===== config.mk =====
export PLATFORM = sky130hd
export DESIGN_NAME = http_header_line_parser
export DESIGN_NICKNAME = d
export VERILOG_FILES = /design/src/rtl/core/hhlp_pkg.sv /design/src/rtl/core/hhlp_fsm.sv /design/src/rtl/core/http_header_line_parser.sv
export SDC_FILE = /design/constraint.sdc
export NUM_CORES = 1
export LEC_CHECK = 0
export BUFFER_PORTS_ARGS = -buffer_cell sky130_fd_sc_hd__buf_2
export CAP_MARGIN = 10
export CORE_ASPECT_RATIO = 0.5
export CORE_MARGIN = 5
export CORE_UTILIZATION = 43
export CTS_BUF_LIST = sky130_fd_sc_hd__clkbuf_8
export DETAILED_ROUTE_END_ITERATION = 12
export HOLD_SLACK_MARGIN = 0.08
export PLACE_DENSITY = 0.69
export SLEW_MARGIN = 25
export SYNTH_ARGS = -nofsm -noshare
export SYNTH_HDL_FRONTEND = slang
export SYNTH_SLANG_ARGS = --single-unit

===== constraint.sdc =====
create_clock -name clk -period 4 [get_ports clk]
set_input_delay 0.6 -clock clk [delete_from_list [all_inputs] [get_ports clk]]
set_output_delay 0.6 -clock clk [all_outputs]
set_load 0.05 [all_outputs]

===== src/rtl/core/hhlp_pkg.sv =====
// hhlp_pkg: types, codes and constants for the HTTP header line parser.
// No dependencies; imported by hhlp_fsm and http_header_line_parser.
package hhlp_pkg;

	localparam int BYTE_W  = 8;
	localparam int KEY_W   = 10;
	localparam int VAL_W   = 11;
	localparam int LIMIT_W = 10;
	localparam int APB_DW  = 32;
	localparam int APB_AW  = 3;

	localparam logic [KEY_W-1:0]   KEY_MAX     = 10'd1023;
	localparam logic [LIMIT_W-1:0] LIMIT_RESET = 10'd255;

	localparam logic [BYTE_W-1:0] CH_COLON = 8'h3A;
	localparam logic [BYTE_W-1:0] CH_SPACE = 8'h20;
	localparam logic [BYTE_W-1:0] CH_CR    = 8'h0D;
	localparam logic [BYTE_W-1:0] CH_LF    = 8'h0A;

	// register index of value_offset_limit (paddr bit 2 and up)
	localparam logic REG_VALUE_LIMIT = 1'b0;

	typedef enum logic [3:0] {
		PH_START  = 4'd0,
		PH_KEY    = 4'd1,
		PH_COLON  = 4'd2,
		PH_SPACE  = 4'd3,
		PH_VALUE  = 4'd4,
		PH_CR     = 4'd5,
		PH_LF     = 4'd6,
		PH_END_CR = 4'd7,
		PH_DONE   = 4'd8,
		PH_ERROR  = 4'd9
	} phase_t;

	typedef enum logic [2:0] {
		K_FRAME   = 3'd0,
		K_KEY     = 3'd1,
		K_VALUE   = 3'd2,
		K_HEADER  = 3'd3,
		K_END     = 3'd4,
		K_ERROR   = 3'd5,
		K_STOPPED = 3'd6
	} kind_t;

	typedef struct packed {
		logic [BYTE_W-1:0] data_byte;
		logic              new_request;
	} req_t;

	typedef struct packed {
		kind_t             kind;
		logic [BYTE_W-1:0] byte_echo;
		logic [KEY_W-1:0]  key_length;
		logic [VAL_W-1:0]  value_length;
	} rsp_t;

endpackage


===== src/rtl/core/hhlp_fsm.sv =====
// hhlp_fsm: line state machine and key/value counters; classifies one byte per step.
// Depends on hhlp_pkg.
module hhlp_fsm (
	input  logic                         clk,
	input  logic                         arst_n,
	input  logic                         step,
	input  hhlp_pkg::req_t               req,
	input  logic [hhlp_pkg::LIMIT_W-1:0] limit,
	output hhlp_pkg::rsp_t               rsp
);
	import hhlp_pkg::*;

	phase_t             phase_q, phase_cur, phase_nxt;
	logic [KEY_W-1:0]   key_q, key_cur, key_nxt;
	logic [VAL_W-1:0]   val_q, val_cur, val_nxt;
	logic [BYTE_W-1:0]  b;
	logic               is_crlf;
	logic               val_over;

	// new_request restarts the line before this byte
	assign phase_cur = req.new_request ? PH_START : phase_q;
	assign key_cur   = req.new_request ? '0 : key_q;
	assign val_cur   = req.new_request ? '0 : val_q;
	assign b         = req.data_byte;
	assign is_crlf   = (b == CH_CR) || (b == CH_LF);
	assign val_over  = val_cur > {1'b0, limit};

	// next state
	always_comb begin
		phase_nxt = phase_cur;
		key_nxt   = key_cur;
		val_nxt   = val_cur;
		case (phase_cur)
			PH_START: begin
				if (!is_crlf) begin
					phase_nxt = PH_KEY;
					key_nxt   = KEY_W'(1);
					val_nxt   = '0;
				end
			end
			PH_KEY: begin
				if (b == CH_COLON) begin
					phase_nxt = PH_COLON;
				end else if (is_crlf) begin
					phase_nxt = PH_ERROR;
				end else if (key_cur < KEY_MAX) begin
					key_nxt = key_cur + KEY_W'(1);
				end
			end
			PH_COLON: begin
				phase_nxt = (b == CH_SPACE) ? PH_SPACE : PH_ERROR;
			end
			PH_SPACE: begin
				phase_nxt = PH_VALUE;
				val_nxt   = VAL_W'(1);
			end
			PH_VALUE: begin
				if (b == CH_CR) begin
					phase_nxt = PH_CR;
				end else if (val_over) begin
					phase_nxt = PH_ERROR;
				end else begin
					val_nxt = val_cur + VAL_W'(1);
				end
			end
			PH_CR: begin
				phase_nxt = (b == CH_LF) ? PH_LF : PH_ERROR;
			end
			PH_LF: begin
				if (b == CH_CR) begin
					phase_nxt = PH_END_CR;
				end else begin
					phase_nxt = PH_KEY;
					key_nxt   = KEY_W'(1);
					val_nxt   = '0;
				end
			end
			PH_END_CR: begin
				phase_nxt = (b == CH_LF) ? PH_DONE : PH_ERROR;
			end
			default: begin
				phase_nxt = phase_cur;
			end
		endcase
	end

	// outputs
	always_comb begin
		rsp.kind         = K_FRAME;
		rsp.byte_echo    = b;
		rsp.key_length   = '0;
		rsp.value_length = '0;
		case (phase_cur)
			PH_START: begin
				rsp.kind = is_crlf ? K_FRAME : K_KEY;
			end
			PH_KEY: begin
				if (b == CH_COLON) begin
					rsp.kind = K_FRAME;
				end else if (is_crlf) begin
					rsp.kind = K_ERROR;
				end else begin
					rsp.kind = K_KEY;
				end
			end
			PH_COLON: begin
				rsp.kind = (b == CH_SPACE) ? K_FRAME : K_ERROR;
			end
			PH_SPACE: begin
				rsp.kind = K_VALUE;
			end
			PH_VALUE: begin
				if (b == CH_CR) begin
					rsp.kind = K_FRAME;
				end else if (val_over) begin
					rsp.kind = K_ERROR;
				end else begin
					rsp.kind = K_VALUE;
				end
			end
			PH_CR: begin
				if (b == CH_LF) begin
					rsp.kind         = K_HEADER;
					rsp.key_length   = key_cur;
					rsp.value_length = val_cur;
				end else begin
					rsp.kind = K_ERROR;
				end
			end
			PH_LF: begin
				rsp.kind = (b == CH_CR) ? K_FRAME : K_KEY;
			end
			PH_END_CR: begin
				rsp.kind = (b == CH_LF) ? K_END : K_ERROR;
			end
			default: begin
				rsp.kind = K_STOPPED;
			end
		endcase
	end

	always_ff @(posedge clk or negedge arst_n) begin
		if (!arst_n) begin
			phase_q <= PH_START;
			key_q   <= '0;
			val_q   <= '0;
		end else if (step) begin
			phase_q <= phase_nxt;
			key_q   <= key_nxt;
			val_q   <= val_nxt;
		end
	end

endmodule


===== src/rtl/core/http_header_line_parser.sv =====
// http_header_line_parser: top level; request/result pipeline registers and APB register.
// Depends on hhlp_pkg and hhlp_fsm.
//
// Takes HTTP header bytes one per request and returns one classification per byte
// (framing, key byte, value byte, header done with key/value lengths, headers end,
// error, stopped). Throughput is one byte per clock while rsp_stall is low: the line
// state machine and its counters are the one loop that sets the rate. Each byte is
// held in the request register, then its result in the result register.
// After headers end or an error every byte reports stopped
// until a request arrives with new_request set. value_offset_limit sits at APB
// byte address 0 and should only be written while no bytes are in flight.
module http_header_line_parser (
	input  logic                        clk,
	input  logic                        arst_n,
	// request channel
	input  logic                        req_valid,
	output logic                        req_stall,
	input  hhlp_pkg::req_t              req,
	// result channel
	output logic                        rsp_valid,
	input  logic                        rsp_stall,
	output hhlp_pkg::rsp_t              rsp,
	// APB configuration
	input  logic                        psel,
	input  logic                        penable,
	input  logic                        pwrite,
	input  logic [hhlp_pkg::APB_AW-1:0] paddr,
	input  logic [hhlp_pkg::APB_DW-1:0] pwdata,
	output logic [hhlp_pkg::APB_DW-1:0] prdata,
	output logic                        pready
);
	import hhlp_pkg::*;

	logic               valid_s1;
	req_t               req_s1;
	logic               rsp_valid_q;
	rsp_t               rsp_q;
	rsp_t               fsm_rsp;
	logic [LIMIT_W-1:0] limit_q;
	logic               s2_ready;
	logic               advance;
	logic               accept;
	logic               cfg_wr;

	// result register frees when empty or drained this cycle
	assign s2_ready  = !rsp_valid_q || !rsp_stall;
	assign advance   = valid_s1 && s2_ready;
	assign req_stall = valid_s1 && !s2_ready;
	assign accept    = req_valid && !req_stall;

	assign rsp_valid = rsp_valid_q;
	assign rsp       = rsp_q;

	// --- APB: single register, pready tied high ---
	assign pready = 1'b1;
	assign cfg_wr = psel && penable && pwrite && (paddr[APB_AW-1:2] == REG_VALUE_LIMIT);
	assign prdata = (paddr[APB_AW-1:2] == REG_VALUE_LIMIT) ?
	                {{(APB_DW-LIMIT_W){1'b0}}, limit_q} : '0;

	always_ff @(posedge clk or negedge arst_n) begin
		if (!arst_n) begin
			limit_q <= LIMIT_RESET;
		end else if (cfg_wr) begin
			limit_q <= pwdata[LIMIT_W-1:0];
		end
	end

	// --- stage 1: request register ---
	always_ff @(posedge clk or negedge arst_n) begin
		if (!arst_n) begin
			valid_s1 <= 1'b0;
		end else if (accept) begin
			valid_s1 <= 1'b1;
		end else if (advance) begin
			valid_s1 <= 1'b0;
		end
	end

	always_ff @(posedge clk) begin
		if (accept) begin
			req_s1 <= req;
		end
	end

	// --- parser: state steps as the byte moves to the result register ---
	hhlp_fsm u_fsm (
		.clk    (clk),
		.arst_n (arst_n),
		.step   (advance),
		.req    (req_s1),
		.limit  (limit_q),
		.rsp    (fsm_rsp)
	);

	// --- stage 2: result register ---
	always_ff @(posedge clk or negedge arst_n) begin
		if (!arst_n) begin
			rsp_valid_q <= 1'b0;
		end else if (advance) begin
			rsp_valid_q <= 1'b1;
		end else if (s2_ready) begin
			rsp_valid_q <= 1'b0;
		end
	end

	always_ff @(posedge clk) begin
		if (advance) begin
			rsp_q <= fsm_rsp;
		end
	end

`ifndef ASSERT_OFF
	// a completed header always has a non-empty key and value
	a_header_lengths: assert property (@(posedge clk) disable iff (!arst_n)
		rsp_valid && (rsp.kind == K_HEADER) |-> (rsp.key_length != '0) &&
		(rsp.value_length != '0))
		else $error("header done with an empty key or value");

	// lengths are reported only with header done
	a_lengths_zero: assert property (@(posedge clk) disable iff (!arst_n)
		rsp_valid && (rsp.kind != K_HEADER) |-> (rsp.key_length == '0) &&
		(rsp.value_length == '0))
		else $error("lengths reported outside header done");

	// back-pressure only while the request register holds a byte
	a_stall_held: assert property (@(posedge clk) disable iff (!arst_n)
		req_stall |-> valid_s1 && rsp_valid_q && rsp_stall)
		else $error("request stalled with room in the pipeline");

	// a byte leaving stage 1 shows up as a result next cycle
	a_advance_result: assert property (@(posedge clk) disable iff (!arst_n)
		advance |=> rsp_valid)
		else $error("advanced byte produced no result");
`endif

endmodule

# Yosys cells after proc, flatten, opt, wreduce, memory -nomap -nowiden
# Cells that the tools add are included.
dict set report totals {
  regBits 78
  out_inout_bits 67
  elab_cells 83
}
dict set report classes {
  add_sub_neg 2
  order_cmp 2
  eq_ne 11
  muxes 39
  bitwise 1
  reduce_logical 16
}
# op n
set ops {}
lappend ops {{$mux W10} 7}
lappend ops {{$mux W11} 5}
lappend ops {{$pmux W11 S4} 1}
lappend ops {{$mux W4} 8}
lappend ops {{$pmux W4 S8} 1}
lappend ops {{$pmux W10 S3} 1}
lappend ops {{$pmux W3 S8} 1}
lappend ops {{$mux W3} 7}
lappend ops {{$eq A4 B3 Y1 const B} 4}
lappend ops {{$eq A8 B4 Y1 const B} 2}
lappend ops {{$eq A8 B6 Y1 const B} 2}
lappend ops {{$add A11 B1 Y11 const B} 1}
lappend ops {{$gt A11 B10 Y1} 1}
lappend ops {{$add A10 B1 Y10 const B} 1}
lappend ops {{$lt A10 B10 Y1 const B} 1}
lappend ops {{$eq A4 B2 Y1 const B} 2}
lappend ops {{$mux W1} 8}
lappend ops {{$logic_and A1 B1 Y1} 6}
lappend ops {{$eq A4 B1 Y1 const B} 1}
lappend ops {{$logic_not A1 Y1} 4}
lappend ops {{$logic_not A4 Y1} 1}
lappend ops {{$reduce_bool A2 Y1} 2}
lappend ops {{$logic_or A1 B1 Y1} 2}
lappend ops {{$reduce_and A2 Y1} 1}
lappend ops {{$not A1 Y1} 1}

# Longest topological paths before layout
# Gate-level depths: netlist of the first run.
dict set report logic_depth {
  word_depth 7
  depth_mapped 13
  ltp_nobuf 10
}

# Cells and area by module
# A second synthesis of the first run with hierarchy kept.
dict set report unflattened {
  hier_cells 465
  area_unflattened_um2 4673.2
}
# module instances cells_per_inst area_per_inst_um2 seq_area_each_um2
set modules_own_cells {}
lappend modules_own_cells {hhlp_fsm 1 358 2663.8 625.6}
lappend modules_own_cells {http_header_line_parser 1 107 2009.4 1541.5}

# Least setup slack after synthesis of the first run
# No wires, ideal clock.
dict set report synth_timing {
  path_type {reg2reg}
  start {register req_s1[0] (netlist name)}
  end {register rsp_q (netlist bit rsp[29]) (data pin)}
  setup_ns 0.265
  arrival_time_ns 2.641
  t_required_ns 3.735
  slack_ns 1.094
  stages_incl_launch_ff 13
  synth_period_minus_slack_ns 2.906
  cell_sequence {edfxtp_1 buf_6 clkbuf_1 buf_1 clkbuf_1 nand2b_1 ha_1 o21a_1 o21ai_2 a41o_2 nand2_2 o21ai_0 or3_1}
}
# element line
set synth_lines {}
lappend synth_lines {{start, declared} http_header_line_parser.sv:35} ;# req_t req_s1;
lappend synth_lines {{start signal, assigned} http_header_line_parser.sv:81} ;# req_s1 <= req;
lappend synth_lines {{end signal, assigned} http_header_line_parser.sv:108} ;# rsp_q <= fsm_rsp;
lappend synth_lines {{end, declared} http_header_line_parser.sv:37} ;# rsp_t rsp_q;

# Worst setup path in the final report of the first run
dict set report layout_timing {
  start {register req_s1[0] (netlist name)}
  end {register u_fsm.val_q[1]}
}
dict set report layout_between {
  elab_chain_cells 5
}
# element line
set layout_rtl {}
lappend layout_rtl {{$mux W11} hhlp_fsm.sv:23} ;# assign val_cur = req.new_request ? '0 : val_q;
lappend layout_rtl {{via u_fsm.val_cur[8]} hhlp_fsm.sv:15} ;# logic [VAL_W-1:0] val_q, val_cur, val_nxt;
lappend layout_rtl {{$gt A11 B10 Y1} hhlp_fsm.sv:26} ;# assign val_over = val_cur > {1'b0, limit};
lappend layout_rtl {{$mux W11} hhlp_fsm.sv:60} ;# end else if (val_over) begin
lappend layout_rtl {{$mux W11} hhlp_fsm.sv:58} ;# if (b == CH_CR) begin
lappend layout_rtl {{$pmux W11 S4} hhlp_fsm.sv:33} ;# case (phase_cur)
lappend layout_rtl {{end signal, assigned} hhlp_fsm.sv:150} ;# val_q <= val_nxt;
lappend layout_rtl {{end, declared} hhlp_fsm.sv:15}
# The timed path passes the listed nets, and every way through them passes these cells.
# A chain may end at the register's enable or synchronous reset.

==> metrics.log, run 1 <==
[metrics] CP max stage cell: sky130_fd_sc_hd__edfxtp_1
[metrics] setup repair bufs after CTS: 0
[metrics] TritonCTS sink count: 78
[metrics] average cell area after synthesis: 10.21 um2
[metrics] proportion of synthesized flip-flops having asynchronous set or reset: 47.44%
[metrics] Fillers: 968
[metrics] Post-Place Worst Slack: 0.7970 ns
[metrics] buffer cell driving the clock tree root: sky130_fd_sc_hd__clkbuf_8
[metrics] instance count of the mapped netlist: 438
[metrics] WHS: 0.3590 ns
[metrics] CP Launch Type: flop
[metrics] CTS Hold Buffers Added: 0
[metrics] final RePlAce weighted congestion: 0.9053
[metrics] Die X: 154.2 um
[metrics] peak clock frequency supported by timing: 0.3068 GHz
[metrics] worst setup slack after layout: 0.7405 ns
[metrics] Area Growth Syn to Fin: 13.88%
[metrics] total power: 2.030 mW
[metrics] Pwr per Cell Area: 398.6 nW/um2
[metrics] worst skew pair latency: 0.36 ns
[metrics] post-DR vias/cell: 5.232
[metrics] number of antenna violations at the first check in global routing: 0
[metrics] met2 wire length: 4.481 mm
[metrics] setup violation total in the final timing report: 0
[metrics] count of flip-flops with a built-in enable after synthesis: 41
[metrics] TritonCTS clock tree: done
[metrics] via count: 3,422
[metrics] global route total overflow: 0
[metrics] measured slew at the worst slew-check pin: 0.8723 ns
[metrics] Die ar.: 12,660 um2
[metrics] Routed Antenna Nets: 0
[metrics] setup repair after global routing missed its margin: false
[metrics] post-detailed-route DRC marker count: 0
[metrics] core utilization of the finished layout: 50.01%
[metrics] total area of sequential cells: 2167 um2
[metrics] # port buffers: 70
[metrics] ordered list of cells on the worst path: nor2b_1, ha_1, a21o_1, a211oi_2, o31ai_2, a41o_2, a21oi_4, o21ai_0, a221o_1
[metrics] required time reported for the critical path endpoint: 4.25 ns
[metrics] Netlist Area Pre-Place: 4472 um2
[metrics] vias in the first global route: 3,357
[metrics] final count of pins violating max slew: 0
[metrics] CP Capture Type: flop
[metrics] largest net degree at the start of global routing: 38
[metrics] met3 WL post-DR: 840 um
[metrics] final worst clock skew: 0.01231 ns
[metrics] share of the yosys chip area belonging to registers: 48.46%
[metrics] classification of the worst setup path: flop to flop
[metrics] WP buf/inv: 0
[metrics] data arrival time of the worst path: 3.51 ns
[metrics] most common cell after layout, fill and taps aside: sky130_fd_sc_hd__buf_2
[metrics] VDD IR max: 0.1569 mV
[metrics] count of placed standard cells including taps: 638
[metrics] number of buffers inserted during clock tree synthesis: 9
[metrics] half-perimeter wire length of the detailed placement result: 7.384 mm
[metrics] count of instances resized after the clock tree is built: 0
[metrics] clock transition at the registers of the reported paths: 0.08 ns
[metrics] FF-to-FF setup slack: 0.74 ns
[metrics] htree depth: 3
[metrics] area of the multi-input gates: 2077 um2
[metrics] worst reg-to-reg path cell count: 9
[metrics] critical path's top delay family: compound AO/OA/AOI/OAI gates
[metrics] r2r startpoint: req_s1[0]$_DFFE_PP_
[metrics] floorplan row count: 26
[metrics] critical register-to-register path endpoint: u_fsm.val_q[1]$_DFFE_PN0P_
[metrics] commonest cells after routing, fill and taps aside: sky130_fd_sc_hd__buf_2, sky130_fd_sc_hd__nor2_1, sky130_fd_sc_hd__edfxtp_1
[metrics] TNS Setup: 0 ns
[metrics] worst-path fanout max: 21
[metrics] Leakage: 2.169 nW
[metrics] Net count, final: 570
[metrics] outcome: completed
[metrics] warnings from Yosys: 0
[metrics] Post-Route M1 WL: 4.688 mm
[metrics] Antenna Diode Count: 0
[metrics] Final Instance Count excl. Fillers: 654
[metrics] core outline area: 10,180 um2
[metrics] share of post-route cells with drive strength above 1: 26.65%
[metrics] detailed-router iteration count before antenna repair: 4
[metrics] placed instance area: 4878 um2
[metrics] most used flip-flop cell after synthesis: sky130_fd_sc_hd__edfxtp_1
[metrics] number of failing hold endpoints at the final stage: 0
[metrics] total global routing track utilization: 16.94%
[metrics] Routed Wire Length: 10.10 mm
[metrics] post-synthesis register bit count: 78
[metrics] crit path time final: 3.260 ns
[metrics] post-route cell area: 5092 um2
[metrics] distinct cell type count of the synthesized netlist: 79
[metrics] number of maximum-capacitance constraint violations: 0
[metrics] first-pass GRT wire length: 17.00 mm
[metrics] effective utilization at floorplan: 43.92%
[metrics] class of the most critical hold timing path: input pin to asynchronous set/reset pin
[metrics] Vert. Die Dim: 82.11 um
[metrics] wire length per cell: 15.44 um
[metrics] Top-Level Pins: 118
[metrics] Tcrit/Tclk final: 81.49%
[metrics] relative slew slack: 41.84%
[metrics] CTS max path bufs: 2
[metrics] top routing layer in use: met4
[metrics] highest cell delay on the worst timing path: 0.84 ns
[metrics] Iter 0 DRT Violations: 274
synthesized netlist by cell type, types with 3 or more instances:
cell                       instances  share of area (%)
sky130_fd_sc_hd__nor3b_1           3               0.50
sky130_fd_sc_hd__ha_1             10                2.8
sky130_fd_sc_hd__a21oi_1          17                1.9
sky130_fd_sc_hd__dfstp_2           8                4.7
sky130_fd_sc_hd__nand3_1          12                1.3
sky130_fd_sc_hd__edfxtp_1         41                 28
sky130_fd_sc_hd__clkbuf_1          9               0.76
sky130_fd_sc_hd__nand2_1          39                3.3
sky130_fd_sc_hd__nor2_1           47                3.9
sky130_fd_sc_hd__a31oi_1           4               0.56
sky130_fd_sc_hd__dfrtp_1          29                 16
sky130_fd_sc_hd__nand4b_1          3               0.59
sky130_fd_sc_hd__nor3_1            4               0.45
sky130_fd_sc_hd__a211oi_1          3               0.50
sky130_fd_sc_hd__nand4_1           9                1.3
sky130_fd_sc_hd__buf_4            23                3.9
sky130_fd_sc_hd__inv_1            17                1.4
sky130_fd_sc_hd__mux2_2           11                2.8
sky130_fd_sc_hd__o22a_1            4               0.78
sky130_fd_sc_hd__and3_1           10                1.4
sky130_fd_sc_hd__o21ai_0          18                2.0
sky130_fd_sc_hd__nor2b_1          12                1.7
sky130_fd_sc_hd__a41oi_1           3               0.59
sky130_fd_sc_hd__and2_1           19                2.7
sky130_fd_sc_hd__nand2b_1         11                1.5
cells by family (layout without fill, tap and decap cells):
kind of cell | Yosys count | after routing | share of synthesized area, %
and+or+nand+nor | 192 | 192 | 23.39
AOI/OAI and AO/OA | 84 | 84 | 13.91
DFF | 78 | 78 | 48.46
xor gates and xnor gates | 3 | 3 | 0.5877
buffers and inverters | 54 | 109 | 6.855
muxes | 13 | 13 | 3.330
adders and majority gates | 12 | 12 | 3.302
other | 2 | 23 | 0.1679
layer usage:
metal | vias to the layer above | GRT usage, %
met4 | 0 | 4.670
met2 | 132 | 26.91
met3 | 8 | 4.737
li1 | 1677 | -
met5 | - | 0
met1 | 1605 | 23.06
area by class of cell:
| type | instances | share of cell area, % |
|---|---|---|
| Clock buffer | 9 | 2.432 |
| Clock inverter | 7 | 1.769 |
| Inverter | 17 | 1.253 |
| Multi-Input combinational cell | 327 | 40.79 |
| Sequential cell | 78 | 42.56 |
| Tap cell | 140 | 3.440 |
| Timing Repair Buffer | 76 | 7.764 |
flip-flops by register name (all words and copies together) (netlist names):
name / count
limit_q: 10
u_fsm.val_q: 11
u_fsm.phase_q: 4
u_fsm.key_q: 10
rsp: 32
req_s1: 9
rsp_valid: 1
valid_s1: 1
worst max-delay path by stage:
stage | from | end | slack, ns | depth (start not counted)
6_report | req_s1[0]$_DFFE_PP_ | u_fsm.val_q[1]$_DFFE_PN0P_ | 0.74 | 9
5_1_grt | req_s1[0]$_DFFE_PP_ | u_fsm.val_q[1]$_DFFE_PN0P_ | 0.45 | 9
4_1_cts | req_s1[0]$_DFFE_PP_ | u_fsm.val_q[1]$_DFFE_PN0P_ | 0.77 | 9
3_5_place_dp | req_s1[0]$_DFFE_PP_ | u_fsm.val_q[1]$_DFFE_PN0P_ | 0.80 | 9
3_3_place_gp | req_s1[0]$_DFFE_PP_ | u_fsm.val_q[1]$_DFFE_PN0P_ | 0.78 | 9
2_1_floorplan | req_s1[0]$_DFFE_PP_ | rsp[29]$_DFFE_PP_ | 1.09 | 12
power breakdown:
group	leakage, nW	internal (mW)	switching [mW]
Clock	0.112	0.348	0.289
Sequential	0.874	0.922	0.0396
Combinational	1.18	0.116	0.316
Total	2.17	1.39	0.644
Power figures use the tool's default switching activity.
==> inputs of run 2 (changes only) <==
PLACE_DENSITY = 0.72   (was 0.69)
clock period = 2.6 ns   (was 4 ns; I/O delays follow)
==> metrics.log, run 2 (synthesized netlist as in run 1, its figures left out) <==
[metrics] relative slew slack: 42.35%
[metrics] Routed Wire Length: 10.78 mm
[metrics] setup violation total in the final timing report: 0
[metrics] final RePlAce weighted congestion: 0.8976
[metrics] core outline area: 10,180 um2
[metrics] Iter 0 DRT Violations: 272
[metrics] buffer cell driving the clock tree root: sky130_fd_sc_hd__clkbuf_8
[metrics] Area Growth Syn to Fin: 22.52%
[metrics] required time reported for the critical path endpoint: 2.88 ns
[metrics] data arrival time of the worst path: 2.80 ns
[metrics] floorplan row count: 26
[metrics] number of failing hold endpoints at the final stage: 0
[metrics] Top-Level Pins: 118
[metrics] final worst clock skew: 0.01157 ns
[metrics] measured slew at the worst slew-check pin: 0.8648 ns
[metrics] Final Instance Count excl. Fillers: 690
[metrics] global route total overflow: 0
[metrics] Die ar.: 12,660 um2
[metrics] worst reg-to-reg path cell count: 14
[metrics] TNS Setup: 0 ns
[metrics] Vert. Die Dim: 82.11 um
[metrics] FF-to-FF setup slack: 0.08 ns
[metrics] half-perimeter wire length of the detailed placement result: 7.835 mm
[metrics] max reg flops: 32
[metrics] r2r startpoint: req_s1[0]$_DFFE_PP_
[metrics] Tcrit/Tclk final: 96.78%
[metrics] total power: 3.092 mW
[metrics] core utilization of the finished layout: 53.81%
[metrics] post-DR vias/cell: 5.245
[metrics] Routed Antenna Nets: 0
[metrics] Pwr per Cell Area: 564.3 nW/um2
[metrics] CP Capture Type: flop
[metrics] setup repair after global routing missed its margin: true
[metrics] worst skew pair latency: 0.35 ns
[metrics] VDD IR max: 0.2390 mV
[metrics] via count: 3,619
[metrics] htree depth: 3
[metrics] critical register-to-register path endpoint: u_fsm.val_q[8]$_DFFE_PN0P_
[metrics] detailed-router iteration count before antenna repair: 5
[metrics] TritonCTS sink count: 78
[metrics] Antenna Diode Count: 0
[metrics] post-detailed-route DRC marker count: 0
[metrics] number of buffers inserted during clock tree synthesis: 9
[metrics] count of placed standard cells including taps: 666
[metrics] outcome: completed
[metrics] number of antenna violations at the first check in global routing: 0
[metrics] TritonCTS clock tree: done
[metrics] largest net degree at the start of global routing: 38
[metrics] Fillers: 895
[metrics] effective utilization at floorplan: 43.92%
[metrics] Die X: 154.2 um
[metrics] Leakage: 2.357 nW
[metrics] class of the most critical hold timing path: input pin to asynchronous set/reset pin
[metrics] classification of the worst setup path: flop to flop
[metrics] Net count, final: 606
[metrics] final count of pins violating max slew: 0
[metrics] CTS max path bufs: 2
[metrics] area of the multi-input gates: 2171 um2
[metrics] wire length per cell: 15.62 um
[metrics] worst-path fanout max: 7
[metrics] commonest cells after routing, fill and taps aside: sky130_fd_sc_hd__buf_2, sky130_fd_sc_hd__nor2_1, sky130_fd_sc_hd__edfxtp_1
[metrics] share of post-route cells with drive strength above 1: 33.82%
[metrics] total area of sequential cells: 2167 um2
[metrics] crit path time final: 2.516 ns
[metrics] most common cell after layout, fill and taps aside: sky130_fd_sc_hd__buf_2
[metrics] first-pass GRT wire length: 17.52 mm
[metrics] number of maximum-capacitance constraint violations: 0
[metrics] CP Launch Type: flop
[metrics] vias in the first global route: 3,553
[metrics] WHS: 0.1396 ns
[metrics] peak clock frequency supported by timing: 0.3974 GHz
[metrics] # port buffers: 70
[metrics] clock transition at the registers of the reported paths: 0.08 ns
[metrics] total global routing track utilization: 17.33%
[run 2: worst max path at each step]
stage,start,to,slack (ns),depth (start not counted)
2_1_floorplan,rsp_valid$_DFFE_PN0P_,u_fsm.val_q[5]$_DFFE_PN0P_,0.008,6
5_1_grt,req_s1[0]$_DFFE_PP_,u_fsm.val_q[8]$_DFFE_PN0P_,-0.03,14
3_5_place_dp,req_s1[0]$_DFFE_PP_,u_fsm.val_q[7]$_DFFE_PN0P_,-0.02,11
3_3_place_gp,req_s1[0]$_DFFE_PP_,u_fsm.val_q[1]$_DFFE_PN0P_,0.02,13
6_report,req_s1[0]$_DFFE_PP_,u_fsm.val_q[8]$_DFFE_PN0P_,0.08,14
4_1_cts,req_s1[0]$_DFFE_PP_,rsp[29]$_DFFE_PP_,0.006,10
[run 2: worst max-delay path, stage by stage, from the launching register on]
cell and delay (ns):
sky130_fd_sc_hd__edfxtp_1 0.43, sky130_fd_sc_hd__buf_12 0.17, sky130_fd_sc_hd__buf_8 0.13, sky130_fd_sc_hd__nand2b_4 0.14, sky130_fd_sc_hd__inv_2 0.06, sky130_fd_sc_hd__ha_1 0.13, sky130_fd_sc_hd__inv_1 0.04, sky130_fd_sc_hd__maj3_2 0.29
sky130_fd_sc_hd__o31ai_2 0.20, sky130_fd_sc_hd__a41o_4 0.17, sky130_fd_sc_hd__a21oi_4 0.08, sky130_fd_sc_hd__buf_6 0.15, sky130_fd_sc_hd__buf_4 0.13, sky130_fd_sc_hd__a31o_1 0.19, sky130_fd_sc_hd__a21oi_1 0.13
[run 2: through the flow]
step	setup WS (ns)	cell area (um2)
4_1_cts	0.006134	5330
2_1_floorplan	0.007802	4587
3_5_place_dp	-0.01796	5116
3_3_place_gp	0.02214	5116
6_report	0.08380	5479
5_1_grt	-0.03004	5479
[run 2: power by group]
group	switching (mW)	internal [mW]	total (mW)	leakage [nW]
clock	0.454	0.440	0.894	0.102
sequential	0.0560	1.42	1.47	0.874
combinational	0.512	0.213	0.724	1.38
total	1.02	2.07	3.09	2.36
[run 2: per-layer routing]
layer	GRT usage [%]	share of wire [%]	vias to the layer above
li1	-	-	1749
met1	22.49	45	1702
met2	29.17	45	144
met3	4.321	8.0	24
met4	5.374	2.0	0
met5	0	0	-
[run 2: what timing repair did]
item | 4_1_cts | 5_1_grt
buffers inserted | 0 | 7
endpoints found under the setup margin | 3 | 13
resized for setup | 6 | 12
pin swaps | 0 | 7
hold buffers | 0 | 0
cloned | 0 | 1
[run 2: cell type report]
type | count | area share [%]
Clock inverter | 7 | 1.233
Multi-Input combinational cell | 327 | 39.62
Inverter | 17 | 1.165
Tap cell | 140 | 3.197
Timing Repair Buffer | 112 | 12.97
Sequential cell | 78 | 39.55
Clock buffer | 9 | 2.261
==> inputs of run 3 (changes only) <==
--- a/config.mk
+++ b/config.mk
@@ -12,3 +12,3 @@
 export CORE_UTILIZATION = 43
-export CTS_BUF_LIST = sky130_fd_sc_hd__clkbuf_8
+export CTS_BUF_LIST = sky130_fd_sc_hd__clkbuf_4
 export DETAILED_ROUTE_END_ITERATION = 12
==> constraint.sdc (replaced) <==
create_clock -name clk -period 2.6 [get_ports clk]
set_input_delay 0.26 -clock clk [delete_from_list [all_inputs] [get_ports clk]]
set_output_delay 0.26 -clock clk [all_outputs]
set_load 0.05 [all_outputs]
==> metrics.log, run 3 (synthesized netlist as in run 1, its figures left out) <==
[metrics] number of antenna violations at the first check in global routing: 0
[metrics] Iter 0 DRT Violations: 281
[metrics] Top-Level Pins: 118
[metrics] worst-path fanout max: 7
[metrics] max reg flops: 32
[metrics] half-perimeter wire length of the detailed placement result: 7.759 mm
[metrics] Pwr per Cell Area: 528.7 nW/um2
[metrics] VDD IR max: 0.2355 mV
[metrics] Area Growth Syn to Fin: 27.25%
[metrics] outcome: completed
[metrics] Routed Wire Length: 11.09 mm
[metrics] setup repair after global routing missed its margin: true
[metrics] final count of pins violating max slew: 0
[metrics] vias in the first global route: 3,532
[metrics] post-DR vias/cell: 5.227
[metrics] first element of the critical path: req_s1[0]$_DFFE_PP_
[metrics] Net count, final: 629
[metrics] final RePlAce weighted congestion: 0.9001
[metrics] effective utilization at floorplan: 43.92%
[metrics] Antenna Diode Count: 0
[metrics] # port buffers: 70
[metrics] Die X: 154.2 um
[metrics] CP Launch Type: flop
[metrics] number of failing hold endpoints at the final stage: 0
[metrics] detailed-router iteration count before antenna repair: 5
[metrics] share of post-route cells with drive strength above 1: 33.86%
[metrics] commonest cells after routing, fill and taps aside: sky130_fd_sc_hd__buf_2, sky130_fd_sc_hd__nor2_1, sky130_fd_sc_hd__edfxtp_1
[metrics] crit path time final: 2.594 ns
[metrics] setup violation total in the final timing report: 0
[metrics] CP Capture Type: flop
[metrics] Die ar.: 12,660 um2
[metrics] core outline area: 10,180 um2
[metrics] Final Instance Count excl. Fillers: 713
[metrics] floorplan row count: 26
[metrics] total power: 3.009 mW
[metrics] wire length per cell: 15.55 um
[metrics] TritonCTS clock tree: done
[metrics] number of buffers inserted during clock tree synthesis: 9
[metrics] measured slew at the worst slew-check pin: 0.8954 ns
[metrics] data arrival time of the worst path: 2.99 ns
[metrics] htree depth: 3
[metrics] relative slew slack: 40.31%
[metrics] number of maximum-capacitance constraint violations: 0
[metrics] most common cell after layout, fill and taps aside: sky130_fd_sc_hd__buf_2
[metrics] largest net degree at the start of global routing: 38
[metrics] worst reg-to-reg path cell count: 12
[metrics] class of the most critical hold timing path: input pin to asynchronous set/reset pin
[metrics] worst skew pair latency: 0.46 ns
[metrics] global route total overflow: 0
[metrics] Fillers: 874
[metrics] Tcrit/Tclk final: 99.77%
[metrics] r2r startpoint: req_s1[0]$_DFFE_PP_
[metrics] Leakage: 2.424 nW
[metrics] final worst clock skew: 0.01316 ns
[metrics] via count: 3,727
[metrics] TritonCTS sink count: 78
[metrics] total global routing track utilization: 17.77%
[metrics] Routed Antenna Nets: 0
[metrics] required time reported for the critical path endpoint: 3.00 ns
[metrics] post-detailed-route DRC marker count: 0
[metrics] peak clock frequency supported by timing: 0.3855 GHz
[metrics] buffer cell driving the clock tree root: sky130_fd_sc_hd__clkbuf_4
[metrics] classification of the worst setup path: flop to flop
[metrics] first-pass GRT wire length: 17.59 mm
[metrics] count of placed standard cells including taps: 666
[metrics] clock transition at the registers of the reported paths: 0.13 ns
[metrics] CTS max path bufs: 2
[metrics] Vert. Die Dim: 82.11 um
## run 3: cell types whose count changed in the layout (fill, tap and decap cells not counted), sizes merged
cell	previous run	this run
clkinvlp	1	0
dlygate4sd3	0	23
inv	20	19
clkinv	2	3
buf	111	112
## run 3: critical path, stage by stage, from the launching register on
cell and delay (ns):
sky130_fd_sc_hd__edfxtp_1 0.47, sky130_fd_sc_hd__buf_6 0.18, sky130_fd_sc_hd__nor2b_4 0.15, sky130_fd_sc_hd__ha_4 0.22, sky130_fd_sc_hd__a21o_1 0.16, sky130_fd_sc_hd__a211oi_2 0.19
sky130_fd_sc_hd__o31ai_2 0.09, sky130_fd_sc_hd__a41o_2 0.30, sky130_fd_sc_hd__a21oi_4 0.22, sky130_fd_sc_hd__buf_6 0.16, sky130_fd_sc_hd__buf_4 0.12, sky130_fd_sc_hd__a41oi_2 0.11
sky130_fd_sc_hd__a21oi_1 0.14
## run 3: repair_timing
item,CTS,global route
hold endpoints to repair,50,0
hold buffers,23,0
setup buffers,0,7
cloned,0,1
resized for setup,3,30
endpoints found under the setup margin,4,15
pin swaps,0,14
## run 3: power breakdown
| part | total, mW | leakage, nW | internal [mW] | switching (mW) |
|---|---|---|---|---|
| combinational | 0.758 | 1.47 | 0.237 | 0.520 |
| clock | 0.775 | 0.0814 | 0.312 | 0.463 |
| sequential | 1.48 | 0.874 | 1.42 | 0.0575 |
## run 3: area by class of cell
type,instances,area (um2),area share (%)
inverters,17,66.31,1.165
flip-flops and latches,78,2167,38.08
well taps,140,175.2,3.078
clock buffers,10,75.07,1.319
clock inverters,6,70.07,1.231
repair buffers,135,923.4,16.23
multi-input cells,327,2213,38.90
## run 3: routing by layer
metal,up-vias,wire (um),part of all wire [%],GRT usage (%)
li1,1787,-,-,-
met1,1783,5060,46,22.76
met2,142,5127,46,30.00
met3,15,771,7.0,4.789
met4,0,126,1.1,5.463
met5,-,0,0,0
## run 3: worst paths after layout
| check | end | slack [ns] |
|---|---|---|
| max | u_fsm.val_q[8]$_DFFE_PN0P_ | 0.006 |
| min | u_fsm.phase_q[1]$_DFFE_PN0P_ | 0.45 |
| max reg2reg | u_fsm.val_q[8]$_DFFE_PN0P_ | 0.006 |
| min reg2reg | rsp_valid$_DFFE_PN0P_ | 0.50 |
| max in group asynchronous | u_fsm.key_q[2]$_DFFE_PN0P_ | 1.59 |
| min in group clk | req_s1[1]$_DFFE_PP_ | 0.49 |
## run 3: through the flow
step	area [um2]	util, %	worst slack [ns]	TNS, ns	hold WS (ns)
2_1_floorplan	4587	-	0.007802	0	-0.03559
3_3_place_gp	5104	50.12	0.03151	0	0.4254
3_5_place_dp	5104	50.12	-0.002165	-0.002165	0.4303
4_1_cts	5487	53.88	0.002725	0	0.4617
5_1_grt	5690	55.89	-0.08703	-0.4413	0.4621
6_report	5690	55.89	0.006062	0	0.4545
